--- src/hw/rtl/four_channel_proximity_qualifier_top_assert.svh ---
// Assertion macros shared by the proximity qualifier RTL.
// Needs signals clk and arst_n in the scope of each use.
`ifndef FOUR_CHANNEL_PROXIMITY_QUALIFIER_TOP_ASSERT_SVH
`define FOUR_CHANNEL_PROXIMITY_QUALIFIER_TOP_ASSERT_SVH

// same-cycle implication
`define FCPQ_ASSERT_NOW(label, ante, cons) \
	label: assert property (@(posedge clk) disable iff (!arst_n) (ante) |-> (cons)) \
		else $error("fcpq assertion failed");

// next-cycle implication
`define FCPQ_ASSERT_NEXT(label, ante, cons) \
	label: assert property (@(posedge clk) disable iff (!arst_n) (ante) |=> (cons)) \
		else $error("fcpq assertion failed");

`endif

--- src/hw/rtl/fcpq_pkg.sv ---
// Shared constants, types and register codes of the proximity qualifier.
// No dependencies.
package fcpq_pkg;
	localparam int WINDOW   = 20;
	localparam int CHANNELS = 4;
	localparam int SAMPLE_W = 12;
	localparam int TIME_W   = 32;
	localparam int DWELL_W  = 16;
	localparam int CFG_W    = DWELL_W;
	localparam int SUM_W    = $clog2(WINDOW * ((1 << SAMPLE_W) - 1) + 1);
	localparam int IN_W     = CHANNELS * SAMPLE_W + TIME_W;
	localparam int RES_W    = CHANNELS * SAMPLE_W + 2 * CHANNELS + 1;
	localparam int OUT_W    = ((RES_W + 7) / 8) * 8;

	// exact floor divide by window as multiply and shift over the full sum range
	localparam int RECIP_SHIFT = SUM_W + $clog2(WINDOW);
	localparam int RECIP_MUL   = ((1 << RECIP_SHIFT) + WINDOW - 1) / WINDOW;
	localparam int RECIP_W     = $clog2(RECIP_MUL + 1);
	localparam int PROD_W      = SUM_W + RECIP_W;

	localparam int CLOSE_CH = 2;
	localparam int FORCE_LO = 1;
	localparam int FORCE_HI = 2;

	localparam logic [SAMPLE_W-1:0] ON_RESET    = SAMPLE_W'(1300);
	localparam logic [SAMPLE_W-1:0] OFF_RESET   = SAMPLE_W'(850);
	localparam logic [SAMPLE_W-1:0] CLOSE_RESET = SAMPLE_W'(3000);
	localparam logic [DWELL_W-1:0]  DWELL_RESET = DWELL_W'(10);

	typedef enum logic [1:0] {
		CFG_ON    = 2'd0,
		CFG_OFF   = 2'd1,
		CFG_CLOSE = 2'd2,
		CFG_DWELL = 2'd3
	} cfg_idx_t;

	typedef logic [CHANNELS-1:0][SAMPLE_W-1:0] tap_t;

	typedef struct packed {
		logic [SAMPLE_W-1:0] on_th;
		logic [SAMPLE_W-1:0] off_th;
		logic [SAMPLE_W-1:0] close_lvl;
		logic [DWELL_W-1:0]  dwell;
	} cfg_t;

	typedef struct packed {
		tap_t              average;
		logic [TIME_W-1:0] now;
	} avg_t;

	typedef struct packed {
		logic                ovr;
		logic [CHANNELS-1:0] qual;
		logic [CHANNELS-1:0] raw;
		tap_t                average;
	} res_t;
endpackage

--- src/hw/rtl/fcpq_cell.sv ---
// One tap of the sample window: holds one sample per channel.
// Depends on fcpq_pkg.
module fcpq_cell (
	input  logic          clk,
	input  logic          arst_n,
	input  logic          shift,
	input  fcpq_pkg::tap_t d,
	output fcpq_pkg::tap_t q
);
	import fcpq_pkg::*;

	tap_t tap_q;

	always_ff @(posedge clk or negedge arst_n) begin
		if (!arst_n) begin
			tap_q <= '0;
		end else if (shift) begin
			tap_q <= d;
		end
	end

	assign q = tap_q;
endmodule

--- src/hw/rtl/fcpq_window.sv ---
// Moving average: chain of sample taps, running sums and the divide by window.
// Depends on fcpq_pkg and fcpq_cell.
module fcpq_window (
	input  logic                        clk,
	input  logic                        arst_n,
	input  logic                        in_valid,
	output logic                        in_ready,
	input  fcpq_pkg::tap_t              in_samples,
	input  logic [fcpq_pkg::TIME_W-1:0] in_now,
	input  logic                        down_ready,
	output logic                        avg_valid,
	output fcpq_pkg::avg_t              avg_item
);
	import fcpq_pkg::*;

	tap_t              chain [WINDOW];
	logic [SUM_W-1:0]  sum_q [CHANNELS];
	logic [PROD_W-1:0] prod [CHANNELS];
	logic [TIME_W-1:0] now_s1;
	logic              v1_q;
	logic              v2_q;
	avg_t              avg_s2;
	tap_t              avg_d;
	logic              adv1;
	logic              adv2;
	logic              accept;

	assign adv2     = !v2_q || down_ready;
	assign adv1     = !v1_q || adv2;
	assign in_ready = adv1;
	assign accept   = in_valid && adv1;

	for (genvar k = 0; k < WINDOW; k++) begin : g_chain
		if (k == 0) begin : g_head
			fcpq_cell u_tap (
				.clk   (clk),
				.arst_n(arst_n),
				.shift (accept),
				.d     (in_samples),
				.q     (chain[k])
			);
		end else begin : g_body
			fcpq_cell u_tap (
				.clk   (clk),
				.arst_n(arst_n),
				.shift (accept),
				.d     (chain[k-1]),
				.q     (chain[k])
			);
		end
	end

	always_ff @(posedge clk or negedge arst_n) begin
		if (!arst_n) begin
			for (int c = 0; c < CHANNELS; c++) begin
				sum_q[c] <= '0;
			end
		end else if (accept) begin
			for (int c = 0; c < CHANNELS; c++) begin
				sum_q[c] <= sum_q[c] + SUM_W'(in_samples[c]) - SUM_W'(chain[WINDOW-1][c]);
			end
		end
	end

	always_ff @(posedge clk) begin
		if (accept) begin
			now_s1 <= in_now;
		end
	end

	always_comb begin
		for (int c = 0; c < CHANNELS; c++) begin
			prod[c]  = PROD_W'(sum_q[c]) * PROD_W'(RECIP_MUL);
			avg_d[c] = prod[c][RECIP_SHIFT +: SAMPLE_W];
		end
	end

	always_ff @(posedge clk or negedge arst_n) begin
		if (!arst_n) begin
			v1_q <= 1'b0;
			v2_q <= 1'b0;
		end else begin
			if (adv1) begin
				v1_q <= in_valid;
			end
			if (adv2) begin
				v2_q <= v1_q;
			end
		end
	end

	always_ff @(posedge clk) begin
		if (adv2 && v1_q) begin
			avg_s2.average <= avg_d;
			avg_s2.now     <= now_s1;
		end
	end

	assign avg_valid = v2_q;
	assign avg_item  = avg_s2;
endmodule

--- config.mk ---
export PLATFORM = sky130hd
export DESIGN_NAME = fcpq_window
export DESIGN_NICKNAME = d
export VERILOG_FILES = /design/src/hw/rtl/four_channel_proximity_qualifier_top_assert.svh /design/src/hw/rtl/fcpq_pkg.sv /design/src/hw/rtl/fcpq_cell.sv /design/src/hw/rtl/fcpq_window.sv
export SDC_FILE = /design/constraint.sdc
export NUM_CORES = 2
export LEC_CHECK = 0
export ABC_AREA = 1
export BUFFER_PORTS_ARGS = -buffer_cell sky130_fd_sc_hd__buf_4
export CAP_MARGIN = 20
export CORE_ASPECT_RATIO = 1.75
export CORE_MARGIN = 1
export CORE_UTILIZATION = 35
export DETAILED_ROUTE_END_ITERATION = 8
export GPL_ROUTABILITY_DRIVEN = 0
export PLACE_DENSITY = 0.51
export SLEW_MARGIN = 15
export SYNTH_ARGS = -nofsm -noshare
export SYNTH_HDL_FRONTEND = slang
export SYNTH_SLANG_ARGS = --single-unit
--- constraint.sdc ---
create_clock -name clk -period 4.8 [get_ports clk]
set_input_delay 0.48 -clock clk [delete_from_list [all_inputs] [get_ports clk]]
set_output_delay 0.48 -clock clk [all_outputs]
set_load 0.01 [all_outputs]
==> results.ini <==
[synth]
synth_top_cells_by_count = nand2_1 (1853), inv_1 (1507), dfrtp_1 (1030)
ys_ff_latch = 1142
synth.cell_area_mm2 = 0.0673
synthArstFlopShare = 0.902
yosysTopAreaCell = dfrtp_1
synth_compound_area_frac = 0.0973
synth_xor_area_frac = 0.00482
synth_most_common_cell = nand2_1
yosys_most_used_dff = dfrtp_1
syn_inst = 7490
synthSimpleGateAreaFrac = 0.135
synth_warnings = 0
synth-adder-area-share = 0.227
synth-edff-count = 112
synth_top_family_by_area = adder cells
synthMuxAreaShare = 0
ys_seq_area_frac = 0.433
synth_top_area_frac = 0.383
syn_avg_cell_area_um2 = 8.99
syn_nets = 8558
synthDistinctLibCells = 37
synthTopCellsByArea = dfrtp_1 (38%), fa_1 (12%), ha_1 (11%), nand2_1 (10%), inv_1 (8.4%)

[cts]
cts_tree = yes
clk_root_buffer_cell = clkbuf_16
clk_pin_slew_ps = 70
clock-sinks = 1142
cts_max_level = 3
clkLatencyLatePin_ps = 720
clock_path_buffers = 3
cts_made_buffers = 108

[grt]
track_usage = 0.163
grt_pass1_vias = 49900
grt_max_degree = 230
antenna_found_initial = 3
grt_pass1_wl_mm = 258
gr-total-overflow = 0

[finish]
final_nets = 8969
final_layout_size_suffix_gt1_frac = 0.129
fillers = 18700
fin_area_mm2 = 0.0791
area_growth_syn_to_layout_pct = 17.5

[worst_setup_path]
cp.buffers_inverters = 4
rr_worst_depth = 20
crit_arrival_ps = 5300
max_stage_delay_ps = 520
crit_path_top_delay_cell = fa_2
required_ps = 5270
startpoint_type = flop
cp_top_family = adder cells
crit_chain = ha_4 -> inv_1 -> fa_1 -> inv_2 -> fa_1 -> fa_1 -> inv_2 -> fa_2 -> inv_2 -> fa_1 -> ha_4 -> nand2_2 -> nand2_2 -> o21bai_1 -> nand2_1 -> nand2_2 -> a21oi_2 -> nand2_1 -> nand2_1 -> nand2_1
crit_fanout = 4
end_kind = flop
cp.depth = 20
worst-setup-path-type = reg2reg

[timing]
rsz0062_at_grt = true
setup_tns_ps = -28.9
finalCriticalPeriod_ps = 4830
setup_ws_ps = -28.9
timing_max_transition_violations_final = 0
skew_ps = 37.9
holdWs_ps = 54.3
setup_viol = 1
max_slew_margin = 0.337
final_hold_viol_count = 0
worst_slew_pin_slew_ps = 994
finalCritPeriodShare = 1.01
fmax_mhz = 207

[floorplanning]
dieArea_mm2 = 0.194
dieHeight_um = 582
die_w_um = 333
rows = 212
core_mm2 = 0.191
boundaryPins = 166
initial_core_util = 0.353

[detailed_routing]
wl_mm = 157
vias = 47800
ant_nets = 0
drc = 0
dr.pass1.iters = 5
drtIter0Drc = 2393
viasPerCell = 4.58
wl_per_cell_um = 15.0

[outcome]
status = finished, violations left
violations = negative setup slack

[placed_design]
dp_hpwl_mm = 117
port-buffer-count = 165
placed_area_mm2 = 0.0729

[flow_run]
maxCapViolations = 0

[hold_path]
hold_class = in2reg
hold-path-cell-count = 3

-- registers in the layout, indices dropped and copies added (netlist names) --
register / flops
now_s1: 32
sum_q: 68
avg_valid: 1
v1_q: 1
g_chain.g_body.u_tap.q: 912
g_chain.g_head.u_tap.q: 48
avg_item: 80
-- cells in the final DEF (no fill, tap or decap), types with 33 or more instances in the layout --
cell,synthesis,layout
o21ai_0,656,637
ha_1,588,506
a21oi_1,181,138
nand2_2,0,37
dfrtp_2,0,33
edfxtp_1,112,112
o21ai_1,395,408
nand3_1,149,134
a21oi_2,0,38
nand2_1,1853,1801
nor2_1,203,154
clkbuf_16,0,110
inv_1,1507,1467
dfrtp_1,1030,997
ha_4,0,72
inv_2,4,41
buf_4,45,463
dlygate4sd3_1,0,36
fa_1,396,389
-- per-layer routing --
layer,share of wire,global-route usage,up-vias
met5,0,0,-
met4,0.044,0.0685,0
met3,0.025,0.0179,336
met2,0.50,0.293,664
met1,0.43,0.197,22700
li1,-,-,24100
-- stage by stage --
step           worst slack, ps  utilization  cells
2_1_floorplan             96.5            -   7490
3_3_place_gp              -194        0.382  10200
3_5_place_dp              -244        0.382  10200
4_1_cts                  -48.1        0.406  10400
5_1_grt                   -165        0.415  10400
6_report                 -28.9        0.415  10400
-- cell families after synthesis --
| group | count (synthesis) |
|---|---|
| XOR/XNOR | 37 |
| adder cells (fa/ha/maj) | 984 |
| buffers and inverters | 1739 |
| AND/OR/NAND/NOR | 2304 |
| flip-flops | 1142 |
| AO/OA/AOI/OAI | 1284 |
-- worst min-delay path, stage by stage --
cell	delay, ps
buf_4	120
nand2_1	50
o21ai_1	70
-- layout make-up --
class / count / area [um2] / area share
Multi-Input combinational cell: 4609 / 33100 / 0.418
Inverter: 1512 / 5700 / 0.0721
Tap cell: 2461 / 3080 / 0.0389
Sequential cell: 1142 / 29200 / 0.369
Clock buffer: 151 / 3090 / 0.0390
Timing Repair Buffer: 528 / 4340 / 0.0549
Antenna cell: 2 / 5.00 / 0.0000633
Clock inverter: 42 / 603 / 0.00762
-- path summary, 6_finish.rpt --
kind / startpoint / end / slack (ps)
min in group asynchronous: arst_n / g_chain[5].g_body.u_tap.q[42]$_DFFE_PN0P_ / 340
worst max register to register: sum_q[53]$_DFFE_PN0P_ / avg_item[38]$_DFFE_PP_ / -30
worst min register to register: now_s1[12]$_DFFE_PP_ / avg_item[12]$_DFFE_PP_ / 420
max in group asynchronous: arst_n / g_chain[18].g_body.u_tap.q[13]$_DFFE_PN0P_ / 3050
worst max-delay path: sum_q[53]$_DFFE_PN0P_ / avg_item[38]$_DFFE_PP_ / -30
worst min-delay path: in_samples[12] / g_chain[0].g_head.u_tap.q[12]$_DFFE_PN0P_ / 50
-- timing repair --
action                                  in CTS  in global routing
resized for setup                           74                361
endpoints found under the hold margin      114                  0
hold buffers                                36                  0
pin swaps                                    4                 81
endpoints found under the setup margin      32                 48
buffers inserted                             5                 21
Power is not shown: default switching activity piles up to over one toggle a cycle in this logic, so the estimate is an artifact.
