--- config.mk ---
export PLATFORM = sky130hd
export DESIGN_NAME = fcpq_decide
export DESIGN_NICKNAME = d
export VERILOG_FILES = /design/src/hw/rtl/fcpq_pkg.sv /design/src/hw/rtl/fcpq_decide.sv
export VERILOG_INCLUDE_DIRS = /design/src /design/src/hw/rtl
export SDC_FILE = /design/constraint.sdc
export NUM_CORES = 1
export LEC_CHECK = 0
export ABC_AREA = 1
export ABC_CLOCK_PERIOD_IN_PS = 7280
export BUFFER_PORTS_ARGS = -buffer_cell sky130_fd_sc_hd__clkbuf_2
export CORE_AREA = 2 2 271 340
export CTS_BUF_LIST = sky130_fd_sc_hd__clkbuf_16
export CTS_CLUSTER_SIZE = 28
export DETAILED_ROUTE_END_ITERATION = 16
export DIE_AREA = 0 0 273 342
export GPL_ROUTABILITY_DRIVEN = 1
export GPL_TIMING_DRIVEN = 1
export PLACE_DENSITY = 0.6
export SKIP_CTS_REPAIR_TIMING = 1
export SYNTH_ARGS = -nofsm -noshare
export SYNTH_HDL_FRONTEND = slang
export SYNTH_SLANG_ARGS = --single-unit
--- constraint.sdc ---
create_clock -name clk -period 7.28 [get_ports clk]
set_input_delay 1.092 -clock clk [delete_from_list [all_inputs] [get_ports clk]]
set_output_delay 1.092 -clock clk [all_outputs]
set_load 0.01 [all_outputs]
--- src/hw/rtl/four_channel_proximity_qualifier_top_assert.svh ---
// Assertion macros shared by the proximity qualifier RTL.
// Needs signals clk and arst_n in the scope of each use.
`ifndef FOUR_CHANNEL_PROXIMITY_QUALIFIER_TOP_ASSERT_SVH
`define FOUR_CHANNEL_PROXIMITY_QUALIFIER_TOP_ASSERT_SVH

// same-cycle implication
`define FCPQ_ASSERT_NOW(label, ante, cons) \
	label: assert property (@(posedge clk) disable iff (!arst_n) (ante) |-> (cons)) \
		else $error("fcpq assertion failed");

// next-cycle implication
`define FCPQ_ASSERT_NEXT(label, ante, cons) \
	label: assert property (@(posedge clk) disable iff (!arst_n) (ante) |=> (cons)) \
		else $error("fcpq assertion failed");

`endif

--- src/hw/rtl/fcpq_pkg.sv ---
// Shared constants, types and register codes of the proximity qualifier.
// No dependencies.
package fcpq_pkg;
	localparam int WINDOW   = 20;
	localparam int CHANNELS = 4;
	localparam int SAMPLE_W = 12;
	localparam int TIME_W   = 32;
	localparam int DWELL_W  = 16;
	localparam int CFG_W    = DWELL_W;
	localparam int SUM_W    = $clog2(WINDOW * ((1 << SAMPLE_W) - 1) + 1);
	localparam int IN_W     = CHANNELS * SAMPLE_W + TIME_W;
	localparam int RES_W    = CHANNELS * SAMPLE_W + 2 * CHANNELS + 1;
	localparam int OUT_W    = ((RES_W + 7) / 8) * 8;

	// exact floor divide by window as multiply and shift over the full sum range
	localparam int RECIP_SHIFT = SUM_W + $clog2(WINDOW);
	localparam int RECIP_MUL   = ((1 << RECIP_SHIFT) + WINDOW - 1) / WINDOW;
	localparam int RECIP_W     = $clog2(RECIP_MUL + 1);
	localparam int PROD_W      = SUM_W + RECIP_W;

	localparam int CLOSE_CH = 2;
	localparam int FORCE_LO = 1;
	localparam int FORCE_HI = 2;

	localparam logic [SAMPLE_W-1:0] ON_RESET    = SAMPLE_W'(1300);
	localparam logic [SAMPLE_W-1:0] OFF_RESET   = SAMPLE_W'(850);
	localparam logic [SAMPLE_W-1:0] CLOSE_RESET = SAMPLE_W'(3000);
	localparam logic [DWELL_W-1:0]  DWELL_RESET = DWELL_W'(10);

	typedef enum logic [1:0] {
		CFG_ON    = 2'd0,
		CFG_OFF   = 2'd1,
		CFG_CLOSE = 2'd2,
		CFG_DWELL = 2'd3
	} cfg_idx_t;

	typedef logic [CHANNELS-1:0][SAMPLE_W-1:0] tap_t;

	typedef struct packed {
		logic [SAMPLE_W-1:0] on_th;
		logic [SAMPLE_W-1:0] off_th;
		logic [SAMPLE_W-1:0] close_lvl;
		logic [DWELL_W-1:0]  dwell;
	} cfg_t;

	typedef struct packed {
		tap_t              average;
		logic [TIME_W-1:0] now;
	} avg_t;

	typedef struct packed {
		logic                ovr;
		logic [CHANNELS-1:0] qual;
		logic [CHANNELS-1:0] raw;
		tap_t                average;
	} res_t;
endpackage

--- src/hw/rtl/fcpq_decide.sv ---
// Hysteresis, close-range override, dwell qualification and result register.
// Depends on fcpq_pkg and the assertion macro header.
`include "four_channel_proximity_qualifier_top_assert.svh"

module fcpq_decide (
	input  logic           clk,
	input  logic           arst_n,
	input  fcpq_pkg::cfg_t cfg,
	input  logic           avg_valid,
	input  fcpq_pkg::avg_t avg_item,
	output logic           down_ready,
	output logic           out_valid,
	input  logic           out_ready,
	output fcpq_pkg::res_t out_item
);
	import fcpq_pkg::*;

	logic [CHANNELS-1:0] raw_q;
	logic [CHANNELS-1:0] raw_n;
	logic [CHANNELS-1:0] qual_q;
	logic [CHANNELS-1:0] qual_n;
	logic                ovr_q;
	logic                ovr_n;
	logic [TIME_W-1:0]   rise_q [CHANNELS];
	logic [TIME_W-1:0]   rise_n [CHANNELS];
	logic [TIME_W-1:0]   fall_q [CHANNELS];
	logic [TIME_W-1:0]   fall_n [CHANNELS];
	logic                out_valid_q;
	res_t                res_q;
	logic                take;
	logic [TIME_W-1:0]   now;

	assign down_ready = !out_valid_q || out_ready;
	assign take       = avg_valid && down_ready;
	assign now        = avg_item.now;

	always_comb begin
		raw_n  = raw_q;
		rise_n = rise_q;
		fall_n = fall_q;
		qual_n = qual_q;
		ovr_n  = ovr_q;
		for (int c = 0; c < CHANNELS; c++) begin
			if (avg_item.average[c] > cfg.on_th) begin
				if (!raw_n[c]) begin
					rise_n[c] = now;
				end
				raw_n[c] = 1'b1;
			end else if (avg_item.average[c] < cfg.off_th) begin
				if (raw_n[c]) begin
					fall_n[c] = now;
				end
				raw_n[c] = 1'b0;
			end
		end
		if (raw_n == '0) begin
			ovr_n = 1'b0;
		end else if (avg_item.average[CLOSE_CH] > cfg.close_lvl || ovr_q) begin
			if (!raw_n[FORCE_LO]) begin
				rise_n[FORCE_LO] = now;
			end
			if (!raw_n[FORCE_HI]) begin
				rise_n[FORCE_HI] = now;
			end
			raw_n[FORCE_LO] = 1'b1;
			raw_n[FORCE_HI] = 1'b1;
			ovr_n = 1'b1;
		end
		for (int c = 0; c < CHANNELS; c++) begin
			if (raw_n[c]) begin
				if (TIME_W'(now - rise_n[c]) > TIME_W'(cfg.dwell)) begin
					qual_n[c] = 1'b1;
				end
			end else if (TIME_W'(now - fall_n[c]) > TIME_W'(cfg.dwell)) begin
				qual_n[c] = 1'b0;
			end
		end
	end

	always_ff @(posedge clk or negedge arst_n) begin
		if (!arst_n) begin
			raw_q  <= '0;
			qual_q <= '0;
			ovr_q  <= 1'b0;
			for (int c = 0; c < CHANNELS; c++) begin
				rise_q[c] <= '0;
				fall_q[c] <= '0;
			end
		end else if (take) begin
			raw_q  <= raw_n;
			qual_q <= qual_n;
			ovr_q  <= ovr_n;
			rise_q <= rise_n;
			fall_q <= fall_n;
		end
	end

	always_ff @(posedge clk or negedge arst_n) begin
		if (!arst_n) begin
			out_valid_q <= 1'b0;
		end else if (down_ready) begin
			out_valid_q <= avg_valid;
		end
	end

	always_ff @(posedge clk) begin
		if (take) begin
			res_q.average <= avg_item.average;
			res_q.raw     <= raw_n;
			res_q.qual    <= qual_n;
			res_q.ovr     <= ovr_n;
		end
	end

	assign out_valid = out_valid_q;
	assign out_item  = res_q;

	`FCPQ_ASSERT_NOW(a_ovr_forces, ovr_q, raw_q[FORCE_LO] && raw_q[FORCE_HI])
	`FCPQ_ASSERT_NEXT(a_state_holds, !take, $stable(raw_q) && $stable(qual_q) && $stable(ovr_q))
	`FCPQ_ASSERT_NEXT(a_take_shows, take, out_valid_q && res_q.raw == raw_q)
endmodule

==> impl_metrics.toml <==
[clocking]
tritoncts = "yes"
numCtsBuffers = 42
htree_levels = 2
clkTransAtPathRegs_ns = 0.07
clock_latency_ns = 0.63
clock_sinks = 323
clock_path_buffers = 3
root_buffer = "clkbuf_16"

[floorplan]
rows = 124
io_pins = 195
die_h_um = 342
die_width_um = 273
die_area_sq_um = 93400
core_sq_um = 90600
start_util_pct = 39.6

[worst_setup_path]
r2r-start = "raw_q[1]"
cp_slowest_cell = "o21ai_4"
r2r_setup_slack_ns = 2.33
cpPeakStageDelay_ns = 0.79
worstPathArrival_ns = 6.62
start_kind = "primary input"
path_max_fanout = 27
cp_top_family = "simple AND/OR/NAND/NOR gates"
r2r-end = "out_item[53]"
critPathKind = "primary input to flip-flop"
cp_common_cell = "nand3_1"
reg2reg_depth = 24
required_ns = 7.65
worst-path-buf-inv = 3
cp-end-kind = "flip-flop"

[place]
hpwl_um = 113000
io_buffers = 194
dp_slack_ns = 0.451
dp.cells = 6840
gp_congestion = 1.06
placed_area_sq_um = 38600

[yosys]
ys_ff_latch = 323
synth-warning-count = 0
avgSynthCellArea_sq_um = 6.56
yosysSeqAreaShare_pct = 23.3
synthCells = 5470
syn_area_sq_um = 35900
synth_edf_count = 57
synth_fp_nets = 6098
synthFlopType = "dfrtp_1"
yosysUniqueCellTypes = 54
synthArstFlopShare_pct = 82.4

[global_route]
antenna_found_initial = 5
grt_usage_pct = 30.8
grt_pass1_wl_um = 217000
globalRoute.totalOverflow = 0
grt_pass1_vias = 36600
grt_max_degree = 118

[power]
net-switching-power_mw = 7.18
vdd_drop_max_mv = 0.172
p_leak_nw = 20.1
combPwrFrac_pct = 65.3
clkPwrFrac_pct = 15.7
p_sw_share_pct = 51.3
p_total_mw = 14.0
internal-power_mw = 6.81
p_per_area_nw_per_um2 = 350
p_seq_share_pct = 19.0

[drt]
vias = 38300
first_iter_violations = 3499
routed_wl_um = 147000
antenna_left = 0
drc = 0
highest_layer = "met4"
via_per_inst = 5.53
wl_met2_um = 67400
wl_met3_um = 10300
dr.pass1.iters = 8
wl_met1_um = 59700
avgRoutedWirePerCell_um = 21.2

[final_layout]
final_common_cell = "nand2_1"
postLayoutCellArea_sq_um = 40000
area_growth_pct = 11.4
fin_nets = 6315
fin_cells = 6920
drive_gt1_share_pct = 8.44
final_cell_mix = "nand2_1, inv_1, o21ai_0, ha_1, nor2_1"
post-route-util_pct = 44.1

[timing]
fin_crit_ns = 6.25
fin_crit_sh_pct = 85.8
clock_skew_ns = 0.0247
setup_viol = 0
worst_pin_slew_ns = 1.11
max_freq_ghz = 0.160
grt_setup_unrepaired = "no"
setup_ws_ns = 1.03
drv_slew = 0
maxSlewHeadroom_pct = 25.5
setup_tns_ns = 0
holdWs_ns = 0.432
finalHoldViolCount = 0

[outcome]
status = "finished clean"

[min_path]
worstHoldPathType = "primary input to asynchronous set/reset pin"

[flow_run]
maxCapViolCount = 0
synth_stat cells, types with 33 or more instances:
master,n,area share (%)
o21ai_2,53,1.3
nor2_1,471,4.9
ha_1,484,17
dfrtp_1,266,19
o21ai_1,87,1.2
clkbuf_1,70,0.73
nand4_1,115,2.0
a21oi_1,441,6.2
xor2_1,115,2.8
nand2_1,1624,17
nor3_1,60,0.84
clkinv_1,33,0.35
nand3_1,248,3.5
edfxtp_1,57,4.8
inv_1,546,5.7
o21ai_0,494,6.9
final cells by class:
cell class,instances,area [sq um]
fillers,9745,50600
clock buffers,43,1080
flip-flops and latches,323,8370
repair buffers,282,1670
clock inverters,34,323
diodes,3,7.51
multi-input cells,4443,24800
well taps,1197,1500
inverters,595,2230
routing by layer:
| layer | up-vias | global-route usage, % |
|---|---|---|
| met2 | 1385 | 52.1 |
| met4 | 0 | 16.5 |
| met5 | - | 0 |
| met3 | 311 | 3.43 |
| met1 | 17900 | 38.3 |
| li1 | 18700 | - |
worst register-to-register path, cell delays in order (launching register included):
cell and delay (ns):
dfrtp_1 0.44, o21ai_4 0.82, nand2_1 0.19, o21ai_2 0.12, ha_1 0.31, a21oi_1 0.28, a21boi_0 0.41, o21ai_0 0.20
a31oi_1 0.23, xnor2_1 0.11, ha_1 0.30, nand2_1 0.05, inv_1 0.06, nand3_1 0.09, nor2_1 0.15, nand3_1 0.08
nand2_1 0.11, nand3_1 0.07, nor2_1 0.08, nand3_1 0.07, nor2_1 0.09, nand4_1 0.09, nor2_1 0.12, nand3_1 0.09
and2_1 0.14
flip-flops by register name, summed over array words and instances, names as in the netlist:
register	count
ovr_q	1
fall_q	128
raw_q	4
out_valid	1
out_item	57
qual_q	4
rise_q	128
worst max-delay path by stage:
stage                     cells after the start  slack [ns]     from      endpoint
after floorplan                              37        1.69  cfg[51]  out_item[54]
after global placement                       32        0.52  cfg[51]  out_item[53]
after detailed placement                     32        0.45  cfg[51]  out_item[53]
after CTS                                    32        1.09  cfg[51]  out_item[53]
after global routing                         32        0.51  cfg[51]  out_item[53]
final                                        32        1.03  cfg[51]  out_item[53]
kinds of logic after synthesis:
kind of cell	share of synthesized area (%)
xor gates and xnor gates	3.34
DFF	23.3
and+or+nand+nor	30.1
buffers and inverters	7.62
AOI/OAI and AO/OA	18.3
adders and majority gates	17.3
power groups by stage:
stage / Sequential, mW / Clock, mW / Combinational [mW]
after CTS: 2.65 / 2.25 / 9.03
after global routing: 2.72 / 2.31 / 10.3
after detailed placement: 2.68 / 0 / 8.98
final: 2.66 / 2.20 / 9.13
after global placement: 2.66 / 0 / 8.91
after floorplan: 2.62 / 0 / 6.65
Note: power is estimated with default switching activity, not from simulation.
